`config.mk`:
```
export PLATFORM = sky130hd
export DESIGN_NAME = grid_layout_row_chooser
export DESIGN_NICKNAME = d
export VERILOG_FILES = /design/src/sv/grl_pkg.sv /design/src/sv/grid_layout_row_chooser.sv
export SDC_FILE = /design/constraint.sdc
export NUM_CORES = 1
export LEC_CHECK = 0
export ABC_CLOCK_PERIOD_IN_PS = 15800
export BUFFER_PORTS_ARGS = -buffer_cell sky130_fd_sc_hd__buf_4
export CAP_MARGIN = 30
export CORE_ASPECT_RATIO = 0.75
export CORE_MARGIN = 8
export CORE_UTILIZATION = 50
export DETAILED_ROUTE_END_ITERATION = 6
export PLACE_DENSITY = 0.63
export SLEW_MARGIN = 15
export SYNTH_ARGS = -nofsm -noshare
export SYNTH_HDL_FRONTEND = slang
export SYNTH_SLANG_ARGS = --single-unit
export TNS_END_PERCENT = 10
```
`constraint.sdc`:
```
create_clock -name clk_i -period 15.8 [get_ports clk_i]
set_input_delay 3.16 -clock clk_i [delete_from_list [all_inputs] [get_ports clk_i]]
set_output_delay 3.16 -clock clk_i [all_outputs]
set_load 0.1 [all_outputs]
```
`src/sv/grl_pkg.sv`:
```
// ----------------------------------------------------------------------------
// grl_pkg
// Shared constants and sequencer states for the grid layout row chooser.
// ----------------------------------------------------------------------------
package grl_pkg;

  // Default configuration
  localparam int MaxCellsDef = 16;
  localparam int DimBitsDef  = 12;

  // Scores at or above this never win
  localparam logic [30:0] IntMax = 31'h7FFF_FFFF;

  // Sequencer states
  typedef enum logic [3:0] {
    ST_IDLE,
    ST_DIV,
    ST_SC_BASE,
    ST_SC_RH,
    ST_SC_W1,
    ST_SC_W23,
    ST_SC_N1,
    ST_SC_SQ,
    ST_SC_CNT,
    ST_SC_ACC,
    ST_SC_CMP,
    ST_LY_BASE,
    ST_LY_RH,
    ST_LY_ROW,
    ST_LY_COLW,
    ST_LY_EMIT
  } grl_state_e;

endpackage

```
`src/sv/grid_layout_row_chooser.sv`:
```
// ----------------------------------------------------------------------------
// grid_layout_row_chooser
// Picks the row count for a grid of cells and streams out one rectangle per
// cell in row-major order.
// ----------------------------------------------------------------------------
// One request is taken at a time; in_stall_o stays high until the last
// rectangle of the request sits in the output register. All work runs through
// one bit-serial restoring divider (DV_W = max(DIM_BITS, count width) bits
// wide) and one shared multiplier under a small sequencer. A request of n
// cells (n > 1, nonzero area) scores every candidate row count from 1 to n,
// then sets up the layout, divides the width once per row and emits one
// cell per cycle unless the output is stalled. A count of zero is taken and
// gives nothing; counts above MAX_CELLS saturate.
module grid_layout_row_chooser #(
  parameter int MAX_CELLS = grl_pkg::MaxCellsDef,
  parameter int DIM_BITS  = grl_pkg::DimBitsDef,
  localparam int CNT_W    = $clog2(MAX_CELLS + 1),
  localparam int IDX_W    = (MAX_CELLS > 1) ? $clog2(MAX_CELLS) : 1
) (
  input  logic                clk_i,
  input  logic                rst_ni,
  // request channel
  input  logic                in_valid_i,
  output logic                in_stall_o,
  input  logic [CNT_W-1:0]    cell_count_i,
  input  logic [DIM_BITS-1:0] area_width_i,
  input  logic [DIM_BITS-1:0] area_height_i,
  // rectangle channel
  output logic                out_valid_o,
  input  logic                out_stall_i,
  output logic [IDX_W-1:0]    cell_index_o,
  output logic [DIM_BITS-1:0] cell_x_o,
  output logic [DIM_BITS-1:0] cell_y_o,
  output logic [DIM_BITS-1:0] cell_width_o,
  output logic [DIM_BITS-1:0] cell_height_o,
  output logic [CNT_W-1:0]    rows_chosen_o,
  output logic                last_cell_o
);

  localparam int DSR_W = CNT_W + 1;
  localparam int DV_W  = (DIM_BITS > CNT_W) ? DIM_BITS : CNT_W;
  localparam int DC_W  = $clog2(DV_W + 1);
  localparam int MB_W  = (DIM_BITS > DSR_W) ? DIM_BITS : DSR_W;
  localparam int PW    = 2 * DIM_BITS + MB_W;
  localparam int SC_W  = 2 * DIM_BITS + CNT_W + 1;
  localparam int BS_W  = (SC_W > 31) ? SC_W : 31;

  grl_pkg::grl_state_e state_q, state_d, ret_q, ret_d;

  logic [CNT_W-1:0]    n_q, n_d;
  logic [DIM_BITS-1:0] w_q, w_d, h_q, h_d;
  logic [CNT_W-1:0]    r_q, r_d, best_r_q, best_r_d;
  logic [BS_W-1:0]     best_s_q, best_s_d;
  logic [CNT_W-1:0]    base_q, base_d, extra_q, extra_d, n1_q, n1_d;
  logic [DIM_BITS-1:0] rh_q, rh_d, rhx_q, rhx_d, w1_q, w1_d, w23_q, w23_d;
  logic [1:0]          term_q, term_d;
  logic [SC_W-1:0]     acc_q, acc_d;
  // divider
  logic [DV_W-1:0]     dvd_q, dvd_d;
  logic [DSR_W-1:0]    dsr_q, dsr_d, rem_q, rem_d;
  logic [DC_W-1:0]     dcnt_q, dcnt_d;
  // multiplier
  logic [2*DIM_BITS-1:0] mul_a_q, mul_a_d;
  logic [MB_W-1:0]       mul_b_q, mul_b_d;
  logic [PW-1:0]         prod;
  // layout walk
  logic [CNT_W-1:0]    row_q, row_d, col_q, col_d, cols_q, cols_d, k_q, k_d;
  logic [DIM_BITS-1:0] x_q, x_d, y_q, y_d, cw_q, cw_d;
  logic [DSR_W-1:0]    cwx_q, cwx_d;
  // output register
  logic                ov_q, ov_d, olast_q, olast_d;
  logic [IDX_W-1:0]    oidx_q, oidx_d;
  logic [DIM_BITS-1:0] ox_q, ox_d, oy_q, oy_d, ow_q, ow_d, oh_q, oh_d;
  logic [CNT_W-1:0]    orows_q, orows_d;

  // Shared multiplier
  assign prod = PW'(mul_a_q) * PW'(mul_b_q);

  // Sequencer
  always_comb begin
    logic                div_go;
    logic [DV_W-1:0]     div_a;
    logic [DSR_W-1:0]    div_b;
    grl_pkg::grl_state_e div_ret;
    logic [DSR_W:0]      trial;
    logic                qbit;
    logic [CNT_W-1:0]    n_sat, n2, tcnt, nbr;
    logic [DIM_BITS-1:0] sa, sb, smin, sdiff, tw, th;
    logic [SC_W-1:0]     s;

    state_d = state_q; ret_d = ret_q;
    n_d = n_q; w_d = w_q; h_d = h_q;
    r_d = r_q; best_r_d = best_r_q; best_s_d = best_s_q;
    base_d = base_q; extra_d = extra_q; n1_d = n1_q;
    rh_d = rh_q; rhx_d = rhx_q; w1_d = w1_q; w23_d = w23_q;
    term_d = term_q; acc_d = acc_q;
    dvd_d = dvd_q; dsr_d = dsr_q; rem_d = rem_q; dcnt_d = dcnt_q;
    mul_a_d = mul_a_q; mul_b_d = mul_b_q;
    row_d = row_q; col_d = col_q; cols_d = cols_q; k_d = k_q;
    x_d = x_q; y_d = y_q; cw_d = cw_q; cwx_d = cwx_q;
    ov_d = ov_q; olast_d = olast_q; oidx_d = oidx_q;
    ox_d = ox_q; oy_d = oy_q; ow_d = ow_q; oh_d = oh_q; orows_d = orows_q;
    div_go = 1'b0; div_a = '0; div_b = '0; div_ret = grl_pkg::ST_IDLE;
    trial = '0; qbit = 1'b0; n_sat = '0; nbr = best_r_q;
    s = '0; tw = '0; th = '0;

    // Output register drains on a taken item
    if (ov_q && !out_stall_i) ov_d = 1'b0;

    // Score term operands
    n2    = n_q - n1_q - base_q;
    sa    = (term_q == 2'd0) ? w1_q : w23_q;
    sb    = (term_q == 2'd2) ? rh_q + rhx_q : rh_q;
    smin  = (sa > sb) ? sb : sa;
    sdiff = (sa > sb) ? sa - sb : sb - sa;
    tcnt  = (term_q == 2'd0) ? n1_q : ((term_q == 2'd1) ? n2 : base_q);

    case (state_q)
      grl_pkg::ST_IDLE: begin
        if (in_valid_i) begin
          n_sat = (cell_count_i > CNT_W'(MAX_CELLS)) ? CNT_W'(MAX_CELLS) : cell_count_i;
          n_d = n_sat; w_d = area_width_i; h_d = area_height_i;
          best_r_d = CNT_W'(1); r_d = CNT_W'(1);
          best_s_d = BS_W'(grl_pkg::IntMax);
          if (n_sat != '0) begin
            div_go = 1'b1;
            div_a  = DV_W'(n_sat);
            div_b  = DSR_W'(1);
            if (n_sat == CNT_W'(1) || area_width_i == '0 || area_height_i == '0) begin
              div_ret = grl_pkg::ST_LY_BASE;
            end else begin
              div_ret = grl_pkg::ST_SC_BASE;
            end
          end
        end
      end
      // one quotient bit per cycle
      grl_pkg::ST_DIV: begin
        trial = {rem_q, dvd_q[DV_W-1]};
        qbit  = (trial >= {1'b0, dsr_q});
        rem_d = qbit ? DSR_W'(trial - {1'b0, dsr_q}) : DSR_W'(trial);
        dvd_d = {dvd_q[DV_W-2:0], qbit};
        dcnt_d = dcnt_q - DC_W'(1);
        if (dcnt_q == DC_W'(1)) state_d = ret_q;
      end
      grl_pkg::ST_SC_BASE: begin
        base_d  = CNT_W'(dvd_q);
        extra_d = CNT_W'(rem_q);
        div_go = 1'b1; div_a = DV_W'(h_q); div_b = DSR_W'(r_q);
        div_ret = grl_pkg::ST_SC_RH;
      end
      grl_pkg::ST_SC_RH: begin
        rh_d  = DIM_BITS'(dvd_q);
        rhx_d = DIM_BITS'(rem_q);
        div_go = 1'b1; div_a = DV_W'(w_q); div_b = DSR_W'(base_q) + DSR_W'(1);
        div_ret = grl_pkg::ST_SC_W1;
      end
      grl_pkg::ST_SC_W1: begin
        w1_d = DIM_BITS'(dvd_q);
        div_go = 1'b1; div_a = DV_W'(w_q); div_b = DSR_W'(base_q);
        div_ret = grl_pkg::ST_SC_W23;
      end
      grl_pkg::ST_SC_W23: begin
        w23_d   = DIM_BITS'(dvd_q);
        mul_a_d = (2*DIM_BITS)'(extra_q);
        mul_b_d = MB_W'(base_q) + MB_W'(1);
        state_d = grl_pkg::ST_SC_N1;
      end
      grl_pkg::ST_SC_N1: begin
        n1_d   = CNT_W'(prod);
        term_d = 2'd0;
        acc_d  = '0;
        state_d = grl_pkg::ST_SC_SQ;
      end
      // area outside the inscribed square
      grl_pkg::ST_SC_SQ: begin
        mul_a_d = (2*DIM_BITS)'(smin);
        mul_b_d = MB_W'(sdiff);
        state_d = grl_pkg::ST_SC_CNT;
      end
      // scale by the number of such cells
      grl_pkg::ST_SC_CNT: begin
        mul_a_d = prod[2*DIM_BITS-1:0];
        mul_b_d = MB_W'(tcnt);
        state_d = grl_pkg::ST_SC_ACC;
      end
      grl_pkg::ST_SC_ACC: begin
        acc_d  = acc_q + SC_W'(prod);
        term_d = term_q + 2'd1;
        state_d = (term_q == 2'd2) ? grl_pkg::ST_SC_CMP : grl_pkg::ST_SC_SQ;
      end
      // keep the first lowest score
      grl_pkg::ST_SC_CMP: begin
        s = (extra_q != '0) ? {acc_q[SC_W-2:0], 1'b0} : acc_q;
        if (BS_W'(s) < best_s_q) begin
          best_s_d = BS_W'(s);
          best_r_d = r_q;
          nbr      = r_q;
        end
        div_go = 1'b1;
        div_a  = DV_W'(n_q);
        if (r_q == n_q) begin
          div_b = DSR_W'(nbr);
          div_ret = grl_pkg::ST_LY_BASE;
        end else begin
          r_d   = r_q + CNT_W'(1);
          div_b = DSR_W'(r_q) + DSR_W'(1);
          div_ret = grl_pkg::ST_SC_BASE;
        end
      end
      grl_pkg::ST_LY_BASE: begin
        base_d  = CNT_W'(dvd_q);
        extra_d = CNT_W'(rem_q);
        div_go = 1'b1; div_a = DV_W'(h_q); div_b = DSR_W'(best_r_q);
        div_ret = grl_pkg::ST_LY_RH;
      end
      grl_pkg::ST_LY_RH: begin
        rh_d  = DIM_BITS'(dvd_q);
        rhx_d = DIM_BITS'(rem_q);
        row_d = '0; y_d = '0; k_d = '0;
        state_d = grl_pkg::ST_LY_ROW;
      end
      // top rows take the extra columns
      grl_pkg::ST_LY_ROW: begin
        cols_d = base_q + ((row_q < extra_q) ? CNT_W'(1) : CNT_W'(0));
        div_go = 1'b1; div_a = DV_W'(w_q); div_b = DSR_W'(cols_d);
        div_ret = grl_pkg::ST_LY_COLW;
      end
      grl_pkg::ST_LY_COLW: begin
        cw_d  = DIM_BITS'(dvd_q);
        cwx_d = rem_q;
        col_d = '0; x_d = '0;
        state_d = grl_pkg::ST_LY_EMIT;
      end
      // one rectangle per cycle while the output register is free
      grl_pkg::ST_LY_EMIT: begin
        if (!ov_q || !out_stall_i) begin
          tw = cw_q + ((DSR_W'(col_q) < cwx_q) ? DIM_BITS'(1) : DIM_BITS'(0));
          th = rh_q + ((row_q == best_r_q - CNT_W'(1)) ? rhx_q : DIM_BITS'(0));
          ov_d = 1'b1;
          oidx_d = IDX_W'(k_q);
          ox_d = x_q; oy_d = y_q; ow_d = tw; oh_d = th;
          orows_d = best_r_q;
          olast_d = ({1'b0, k_q} + (CNT_W+1)'(1)) == {1'b0, n_q};
          x_d = x_q + tw;
          k_d = k_q + CNT_W'(1);
          if (col_q == cols_q - CNT_W'(1)) begin
            y_d = y_q + th;
            if (row_q == best_r_q - CNT_W'(1)) begin
              state_d = grl_pkg::ST_IDLE;
            end else begin
              row_d = row_q + CNT_W'(1);
              state_d = grl_pkg::ST_LY_ROW;
            end
          end else begin
            col_d = col_q + CNT_W'(1);
          end
        end
      end
      default: state_d = grl_pkg::ST_IDLE;
    endcase

    // Start a division and come back afterwards
    if (div_go) begin
      dvd_d   = div_a;
      dsr_d   = div_b;
      rem_d   = '0;
      dcnt_d  = DC_W'(DV_W);
      ret_d   = div_ret;
      state_d = grl_pkg::ST_DIV;
    end
  end

  // Control registers
  always_ff @(posedge clk_i or negedge rst_ni) begin
    if (!rst_ni) begin
      state_q <= grl_pkg::ST_IDLE;
      ret_q   <= grl_pkg::ST_IDLE;
      ov_q    <= 1'b0;
    end else begin
      state_q <= state_d;
      ret_q   <= ret_d;
      ov_q    <= ov_d;
    end
  end

  // Datapath registers
  always_ff @(posedge clk_i) begin
    n_q <= n_d; w_q <= w_d; h_q <= h_d;
    r_q <= r_d; best_r_q <= best_r_d; best_s_q <= best_s_d;
    base_q <= base_d; extra_q <= extra_d; n1_q <= n1_d;
    rh_q <= rh_d; rhx_q <= rhx_d; w1_q <= w1_d; w23_q <= w23_d;
    term_q <= term_d; acc_q <= acc_d;
    dvd_q <= dvd_d; dsr_q <= dsr_d; rem_q <= rem_d; dcnt_q <= dcnt_d;
    mul_a_q <= mul_a_d; mul_b_q <= mul_b_d;
    row_q <= row_d; col_q <= col_d; cols_q <= cols_d; k_q <= k_d;
    x_q <= x_d; y_q <= y_d; cw_q <= cw_d; cwx_q <= cwx_d;
    olast_q <= olast_d; oidx_q <= oidx_d;
    ox_q <= ox_d; oy_q <= oy_d; ow_q <= ow_d; oh_q <= oh_d; orows_q <= orows_d;
  end

  assign in_stall_o    = (state_q != grl_pkg::ST_IDLE);
  assign out_valid_o   = ov_q;
  assign cell_index_o  = oidx_q;
  assign cell_x_o      = ox_q;
  assign cell_y_o      = oy_q;
  assign cell_width_o  = ow_q;
  assign cell_height_o = oh_q;
  assign rows_chosen_o = orows_q;
  assign last_cell_o   = olast_q;

endmodule

```
# Yosys cells after proc, flatten, opt, wreduce, memory -nomap -nowiden
# Index checks and enable logic that the tools add are counted.
# totals
ff_bits	352
inputBits	33
out_inout_bits	60
# classes
addsub	24
n_eq_ne	33
n_reduce_logical	35
order_cmp	6
muxes	65
multipliers	1
# op_table
op	count
12-bit two-way mux	9
24-bit one-hot mux with 3 select lines	1
5-bit two-way mux	14
31-bit two-way mux	2
31-bit one-hot mux with 2 select lines	1
30-bit one-hot mux with 2 select lines	1
5-bit one-hot mux with 2 select lines	5
12-bit one-hot mux with 2 select lines	2
12-bit one-hot mux with 4 select lines	1
6-bit one-hot mux with 7 select lines	1
4-bit two-way mux	10
12-bit one-hot mux with 3 select lines	1
4-bit one-hot mux with 9 select lines	1
4-bit equality test, second input constant	8
30-bit by 31-bit < comparator with 1-bit output	1
30-bit adder	1
24-bit by 12-bit multiplier with 30-bit output	1
30-bit two-way mux	1
4-bit one-hot mux with 7 select lines	1
12-bit adder	2
12-bit by 6-bit adder with 12-bit output	2
5-bit by 1-bit adder with 6-bit output, second input constant	4
12-bit zero test	2
12-bit subtractor	2
43 further kinds	90

# Logic depth before layout (Yosys ltp)
# Gate-level depths: netlist of run 1.
# logic_depth
word_depth	9
mapped_depth	30
depth_no_buf	29

# Worst setup path after synthesis of run 1
# OpenSTA, ideal clock, no wires.
# synth_path
path_kind	register to register
startpoint	register mul_b_q[11]
endpoint	register acc_q[29] (data pin)
path_slack_ps	8701
setup_ps	260
period_less_slack_ps	7099
path_buffers	1
arrival_time_ps	6839
path_stages_with_launch	26
path_cell_list	edfxtp_1 clkbuf_1 and2_1 fa_1 fa_1 fa_1 fa_1 inv_1 fa_1 inv_1 ha_1 a21o_1 a21o_1 a211oi_1 a21bo_1 o31a_1 o41ai_4 o21bai_1 a21oi_1 xnor2_1 ha_1 or4_1 o2111a_1 nor2_1 nor2_1 mux2_2
# synth_via
elab_chain_cells	3
# synth_lines
element	line	rtl
start: declaration	grid_layout_row_chooser.sv:64	logic [MB_W-1:0] mul_b_q, mul_b_d;
start signal: assignment	grid_layout_row_chooser.sv:295	mul_a_q <= mul_a_d; mul_b_q <= mul_b_d;
24-bit by 12-bit multiplier with 30-bit output	grid_layout_row_chooser.sv:77	assign prod = PW'(mul_a_q) * PW'(mul_b_q);
30-bit adder	grid_layout_row_chooser.sv:188	acc_d = acc_q + SC_W'(prod);
30-bit one-hot mux with 2 select lines	grid_layout_row_chooser.sv:118	case (state_q)
end signal: assignment	grid_layout_row_chooser.sv:293	term_q <= term_d; acc_q <= acc_d;
end: declaration	grid_layout_row_chooser.sv:57	logic [SC_W-1:0] acc_q, acc_d;
# No other way between the ends.
# A chain may end at the register's enable or synchronous reset.

# Worst setup path in the final report of run 1
# layout_path
startpoint	register mul_b_q[5]
endpoint	register acc_q[29] (data pin)
# The elaborated chain is that of the path after synthesis.

==> results.json, run 1 <==
{
  "outcome": "complete, but fails checks",
  "failed_checks": "design-rule violations",
  "grt_pass1_vias": 19800,
  "grt-ovfl-total": 0,
  "synth_compound_area_frac": 0.0992,
  "die_area_sq_um": 63700,
  "async_reset_ff_frac": 0.0256,
  "place_congestion": 0.939,
  "yosys.area_share.xor_xnor": 0.0527,
  "hold_class": "reg2reg",
  "fin_nets": 3199,
  "critical_path.startpoint": "mul_b_q[5]$_DFFE_PP_",
  "yosys_warnings": 0,
  "dpl_cell_area_sq_um": 29400,
  "synth_nets": 3138,
  "p_per_area_nw_per_um2": 64.4,
  "hold_viol": 0,
  "peakVddDrop_mv": 0.0580,
  "clkSlewWorstSetupHoldPaths_ns": 0.06,
  "tightest_slew_ns": 1.01,
  "timing.rr.end": "acc_q[29]$_SDFFCE_PN0P_",
  "synth_top_family_by_area": "adder cells",
  "fp.dieW_um": 289,
  "multi_input_area_sq_um": 15700,
  "cts.path.max_buffers": 3,
  "grt_pass1_wl_um": 113000,
  "cp_top_family": "adder cells",
  "top_register": "best_s_q",
  "clk_latency_ns": 0.58,
  "htreeDepth": 2,
  "ys.flop_type": "edfxtp_1",
  "synth_top_area_share": 0.358,
  "yosysSeqAreaShare": 0.374,
  "finalSetupViolations": 0,
  "via_per_inst": 5.61,
  "rows": 75,
  "slowest_delay_ns": 1.01,
  "core-area_sq_um": 55600,
  "die_h_um": 221,
  "dr_total_vias": 19600,
  "finalInstanceArea_sq_um": 30700,
  "cp.depth": 26,
  "synth.largest_area_cell": "edfxtp_1",
  "crit_fanout": 24,
  "drtAntennaViolNets": 0,
  "synth_adder_area_share": 0.249,
  "final.setup.tns_ns": 0,
  "first_pass_iters": 7,
  "diodes": 0,
  "largest_register_ffs": 31,
  "reg_top3": "best_s_q (31), acc_q (30), mul_a_q (24)",
  "root_buffer": "clkbuf_16",
  "drc": 4,
  "ios": 93,
  "final_common_cell": "inv_1",
  "synthCells": 2681,
  "clock_sinks": 352,
  "synth.distinct_cells": 85,
  "register_area_sq_um": 10400,
  "synth.area.top_cells": "edfxtp_1, fa_1, ha_1",
  "start_util": 0.502,
  "grt_setup_unrepaired": "no",
  "port_buffers": 92,
  "synthesis.area_sq_um": 27900,
  "end_kind": "flop",
  "synth-seq-cells": 352,
  "synth_edf_count": 333,
  "cp.arrival_ns": 8.30,
  "finalCriticalPeriod_ns": 7.99,
  "holdBufCountCts": 0,
  "synthMuxAreaShare": 0.0276,
  "synth-simple-area-share": 0.133,
  "cts_tree": "built",
  "endpoint": "acc_q[29]$_SDFFCE_PN0P_",
  "crit_type": "reg2reg",
  "cts-buffers-inserted": 39,
  "relSlewSlack": 0.328,
  "wl_per_cell_um": 20.1,
  "finalClockSkew_ns": 0.0313,
  "post_cts_resized": 0,
  "grt_usage": 0.227,
  "crit_buf_inv": 3,
  "crit_path_start_kind": "flop",
  "detail_route.iter0.violations": 1906,
  "drv_cap": 0,
  "post_cts_buffers": 0,
  "fill_cells": 4758,
  "cp.required_ns": 16.11,
  "slew_viol_final": 0,
  "wl_um": 70200,
  "drive_gt1_frac": 0.0990,
  "dpl.hpwl_um": 54100,
  "grt_start_max_net_pins": 49,
  "max_freq_ghz": 0.125,
  "antenna_found_initial": 0,
  "syn_avg_cell_area_sq_um": 10.4,
  "fin_crit_sh": 0.506,
  "area_growth_pct": 10.1,
  "rr_worst_depth": 26,
  "final_cell_mix": "inv_1, edfxtp_1, nand2_1",
  "cpMostUsedCell": "fa_1",
  "p_leak_nw": 13.3,
  "finalPower_mw": 1.98,
  "r2r_setup_slack_ns": 7.81,
  "crit_path_top_delay_cell": "edfxtp_1",
  "r2r-start": "mul_b_q[5]$_DFFE_PP_"
}
[final cells by class]
type / instances / area share
Sequential cell: 352 / 0.340
Inverter: 377 / 0.0461
Multi-Input combinational cell: 1851 / 0.511
Tap cell: 731 / 0.0298
Clock inverter: 19 / 0.00937
Clock buffer: 48 / 0.0336
Timing Repair Buffer: 121 / 0.0305
[synth_stat cells (8+ instances only)]
cell type / count
xor2_1: 60
mux2i_1: 29
edfxtp_1: 333
dfxtp_1: 10
a21oi_1: 111
nor3_1: 24
nor4_1: 13
o211ai_1: 13
inv_1: 377
nand4_1: 15
buf_2: 8
nand2b_1: 22
a211oi_1: 17
fa_1: 219
a21o_1: 45
o21bai_1: 22
or2_2: 33
clkbuf_1: 89
o21a_1: 14
nand2_1: 286
nand3_1: 60
nor2b_1: 18
and2_1: 115
o21ai_0: 85
a222oi_1: 16
xnor2_1: 105
mux2_2: 40
dfrtp_1: 9
ha_1: 205
a31oi_1: 10
nor2_1: 151
a22oi_1: 13
and3_1: 17
[cell families (layout without fill, tap and decap cells)]
logic type               after synthesis  in the layout
AND/OR/NAND/NOR                      776            776
buffers and inverters                478            565
adder cells (fa/ha/maj)              424            424
AO/OA/AOI/OAI                        414            414
flip-flops                           352            352
XOR/XNOR                             166            166
multiplexers                          71             71
[through the flow]
step	util	cells	hold WS [ns]	setup WS [ns]
after floorplan	-	2681	0.428	8.70
after global placement	0.528	3429	0.440	8.05
after detailed placement	0.529	3431	0.445	7.91
after CTS	0.552	3498	0.458	7.84
after global routing	0.553	3499	0.464	7.39
final	0.553	3499	0.453	7.81
[worst register-to-register path, delay by kind of cell (launching register included)]
| family | cells | cell delay (ns) |
|---|---|---|
| muxes | 1 | 0.26 |
| xor gates and xnor gates | 1 | 0.16 |
| and+or+nand+nor | 9 | 1.63 |
| DFF | 1 | 1.01 |
| adders and majority gates | 7 | 3.42 |
| buffers and inverters | 3 | 0.15 |
| AOI/OAI and AO/OA | 5 | 1.11 |
[power by group]
| group | total [mW] | leakage, nW | switching, mW | internal [mW] |
|---|---|---|---|---|
| logic | 0.00947 | 9.58 | 0.00392 | 0.00554 |
| registers | 1.01 | 3.08 | 0.0000000000000000299 | 1.01 |
| clock network | 0.961 | 0.641 | 0.382 | 0.579 |
[worst min path at each step]
| stage | startpoint | slack (ns) | cells after the start | end |
|---|---|---|---|---|
| after CTS | y_q[11]$_SDFFCE_PN0P_ | 0.46 | 0 | cell_y_o[11]$_DFFE_PP_ |
| final | y_q[11]$_SDFFCE_PN0P_ | 0.45 | 0 | cell_y_o[11]$_DFFE_PP_ |
| after global routing | y_q[11]$_SDFFCE_PN0P_ | 0.46 | 0 | cell_y_o[11]$_DFFE_PP_ |
| after global placement | y_q[11]$_SDFFCE_PN0P_ | 0.44 | 0 | cell_y_o[11]$_DFFE_PP_ |
| after floorplan | y_q[11]$_SDFFCE_PN0P_ | 0.43 | 0 | cell_y_o[11]$_DFFE_PP_ |
| after detailed placement | y_q[11]$_SDFFCE_PN0P_ | 0.44 | 0 | cell_y_o[11]$_DFFE_PP_ |
[metal layers]
metal / routed length, um / GRT usage
met1: 34200 / 0.358
met2: 28500 / 0.318
met3: 6290 / 0.0452
met4: 1240 / 0.0459
met5: 0 / 0
No activity file was read; power rests on OpenSTA's default activity.
==> inputs of run 2 (changes only) <==
ABC_CLOCK_PERIOD_IN_PS = 8300   (was 15800)
clock period = 8.3 ns   (was 15.8 ns; I/O delays follow)
==> results.json, run 2 (synthesis results as in run 1) <==
{
  "via_per_inst": 5.61,
  "wl_met1_um": 33800,
  "cts-buffers-inserted": 38,
  "relSlewSlack": 0.381,
  "grt_setup_unrepaired": "no",
  "p_sw_frac": 0.207,
  "antenna_found_initial": 0,
  "fin_crit_sh": 0.948,
  "crit_type": "reg2reg",
  "hold_class": "reg2reg",
  "first_pass_iters": 7,
  "holdWs_ns": 0.456,
  "reg_top3": "best_s_q (31), acc_q (30), mul_a_q (24)",
  "cp.required_ns": 8.61,
  "final_cell_mix": "inv_1, edfxtp_1, nand2_1",
  "outcome": "complete, but fails checks",
  "wl_um": 70500,
  "dpl.hpwl_um": 55100,
  "post_cts_buffers": 0,
  "route.met3.wl_um": 7140,
  "p_per_area_nw_per_um2": 116,
  "grt_start_max_net_pins": 49,
  "core-area_sq_um": 55600,
  "clkPwrFrac": 0.458,
  "slew_viol_final": 0,
  "root_buffer": "clkbuf_16",
  "holdBufCountCts": 0,
  "p_leak_nw": 13.3,
  "final_common_cell": "inv_1",
  "largest_register_ffs": 31,
  "detail_route.iter0.violations": 1773,
  "die_h_um": 221,
  "end_kind": "flop",
  "fin_ws_ns": 0.435,
  "wl_per_cell_um": 20.1,
  "hold_start": "y_q[0]$_SDFFCE_PN0P_",
  "grt-ovfl-total": 0,
  "cp.arrival_ns": 8.18,
  "crit_fanout": 24,
  "top_register": "best_s_q",
  "clkSlewWorstSetupHoldPaths_ns": 0.06,
  "slowest_delay_ns": 0.92,
  "grt_usage": 0.228,
  "r2r-start": "mul_b_q[6]$_DFFE_PP_",
  "r2r_setup_slack_ns": 0.44,
  "drc": 6,
  "timing.rr.end": "acc_q[29]$_SDFFCE_PN0P_",
  "finalSetupViolations": 0,
  "wl_met2_um": 28600,
  "diodes": 0,
  "crit_path_top_delay_cell": "edfxtp_1",
  "cts.path.max_buffers": 3,
  "rows": 75,
  "seqPwrFrac": 0.537,
  "intPower_mw": 2.83,
  "hold_end": "cell_y_o[0]$_DFFE_PP_",
  "start_util": 0.502,
  "cts_tree": "built",
  "place_ws_ns": 0.521,
  "finalCriticalPeriod_ns": 7.86,
  "top_layer_used": "met4",
  "max_freq_ghz": 0.127,
  "area_growth_pct": 9.86,
  "peakVddDrop_mv": 0.122,
  "drive_gt1_frac": 0.101,
  "tightest_slew_ns": 0.925,
  "failed_checks": "design-rule violations",
  "fin_nets": 3209,
  "fill_cells": 4845,
  "crit_path_start_kind": "flop",
  "drv_cap": 0,
  "clk_latency_ns": 0.57,
  "drtAntennaViolNets": 0,
  "p_switching_mw": 0.739,
  "die_area_sq_um": 63700,
  "post_cts_resized": 0,
  "place_congestion": 0.982,
  "hold_viol": 0,
  "final_cells": 3511,
  "ios": 93,
  "clock_sinks": 352,
  "htreeDepth": 2,
  "grt_pass1_wl_um": 114000,
  "hold_depth": 0,
  "dr_total_vias": 19700,
  "fp.dieW_um": 289,
  "power_frac_comb": 0.005,
  "finalClockSkew_ns": 0.0263,
  "dp_cells": 3442,
  "final.setup.tns_ns": 0,
  "rr_worst_depth": 26,
  "utilization": 0.552,
  "port_buffers": 92,
  "grt_pass1_vias": 20000,
  "cpMostUsedCell": "fa_1"
}
[run 2: cell types whose count changed in the layout (fill, tap and decap cells not counted), sizes merged]
cell | previous run | this run
buf | 121 | 132
clkbuf | 48 | 56
bufinv | 7 | 0
clkinvlp | 1 | 2
inv | 378 | 377
[run 2: per-layer routing]
| metal | vias up | GRT usage |
|---|---|---|
| met1 | 9642 | 0.349 |
| li1 | 9207 | - |
| met5 | - | 0 |
| met2 | 768 | 0.319 |
| met3 | 88 | 0.0664 |
| met4 | 0 | 0.0393 |
[run 2: stage by stage]
stage | total power, mW | cell area, sq um
6_report | 3.57 | 30600
5_1_grt | 3.67 | 30600
4_1_cts | 3.61 | 30600
3_5_place_dp | 1.97 | 29500
3_3_place_gp | 1.97 | 29400
2_1_floorplan | 1.95 | 27900
[run 2: how the worst max path moves through the flow]
stage,from,end,slack [ns],cells after the start
after floorplan,mul_b_q[11]$_DFFE_PP_,acc_q[29]$_SDFFCE_PN0P_,1.20,25
final,mul_b_q[6]$_DFFE_PP_,acc_q[29]$_SDFFCE_PN0P_,0.44,26
after global routing,mul_b_q[6]$_DFFE_PP_,acc_q[29]$_SDFFCE_PN0P_,0.02,26
after global placement,mul_b_q[6]$_DFFE_PP_,acc_q[29]$_SDFFCE_PN0P_,0.63,25
after detailed placement,mul_b_q[6]$_DFFE_PP_,acc_q[29]$_SDFFCE_PN0P_,0.52,26
after CTS,mul_b_q[6]$_DFFE_PP_,acc_q[29]$_SDFFCE_PN0P_,0.49,26
[run 2: area by class of cell]
type,instances,area [sq um],area share
inverter,377,1420,0.0462
clock inverter,12,113,0.00367
tap,731,915,0.0298
sequential,352,10400,0.340
timing repair buffer,132,1020,0.0332
clock buffer,56,1070,0.0349
multi-input combinational,1851,15700,0.512
[run 2: worst max-delay path: cells and delay by family, from the launching register on]
kind	cells	cell delay, ns
buf+inv	3	0.16
simple gates	9	1.57
compound gates	5	1.13
xor+xnor	1	0.16
flops	1	0.92
fa+ha+maj	7	3.41
mux	1	0.26
[run 2: power by group through the flow]
| stage | clock network, mW | logic, mW | registers (mW) |
|---|---|---|---|
| 6_report | 1.63 | 0.0181 | 1.92 |
| 3_3_place_gp | 0 | 0.0177 | 1.95 |
| 4_1_cts | 1.67 | 0.0180 | 1.92 |
| 3_5_place_dp | 0 | 0.0180 | 1.95 |
| 5_1_grt | 1.73 | 0.0193 | 1.91 |
| 2_1_floorplan | 0 | 0.00147 | 1.95 |
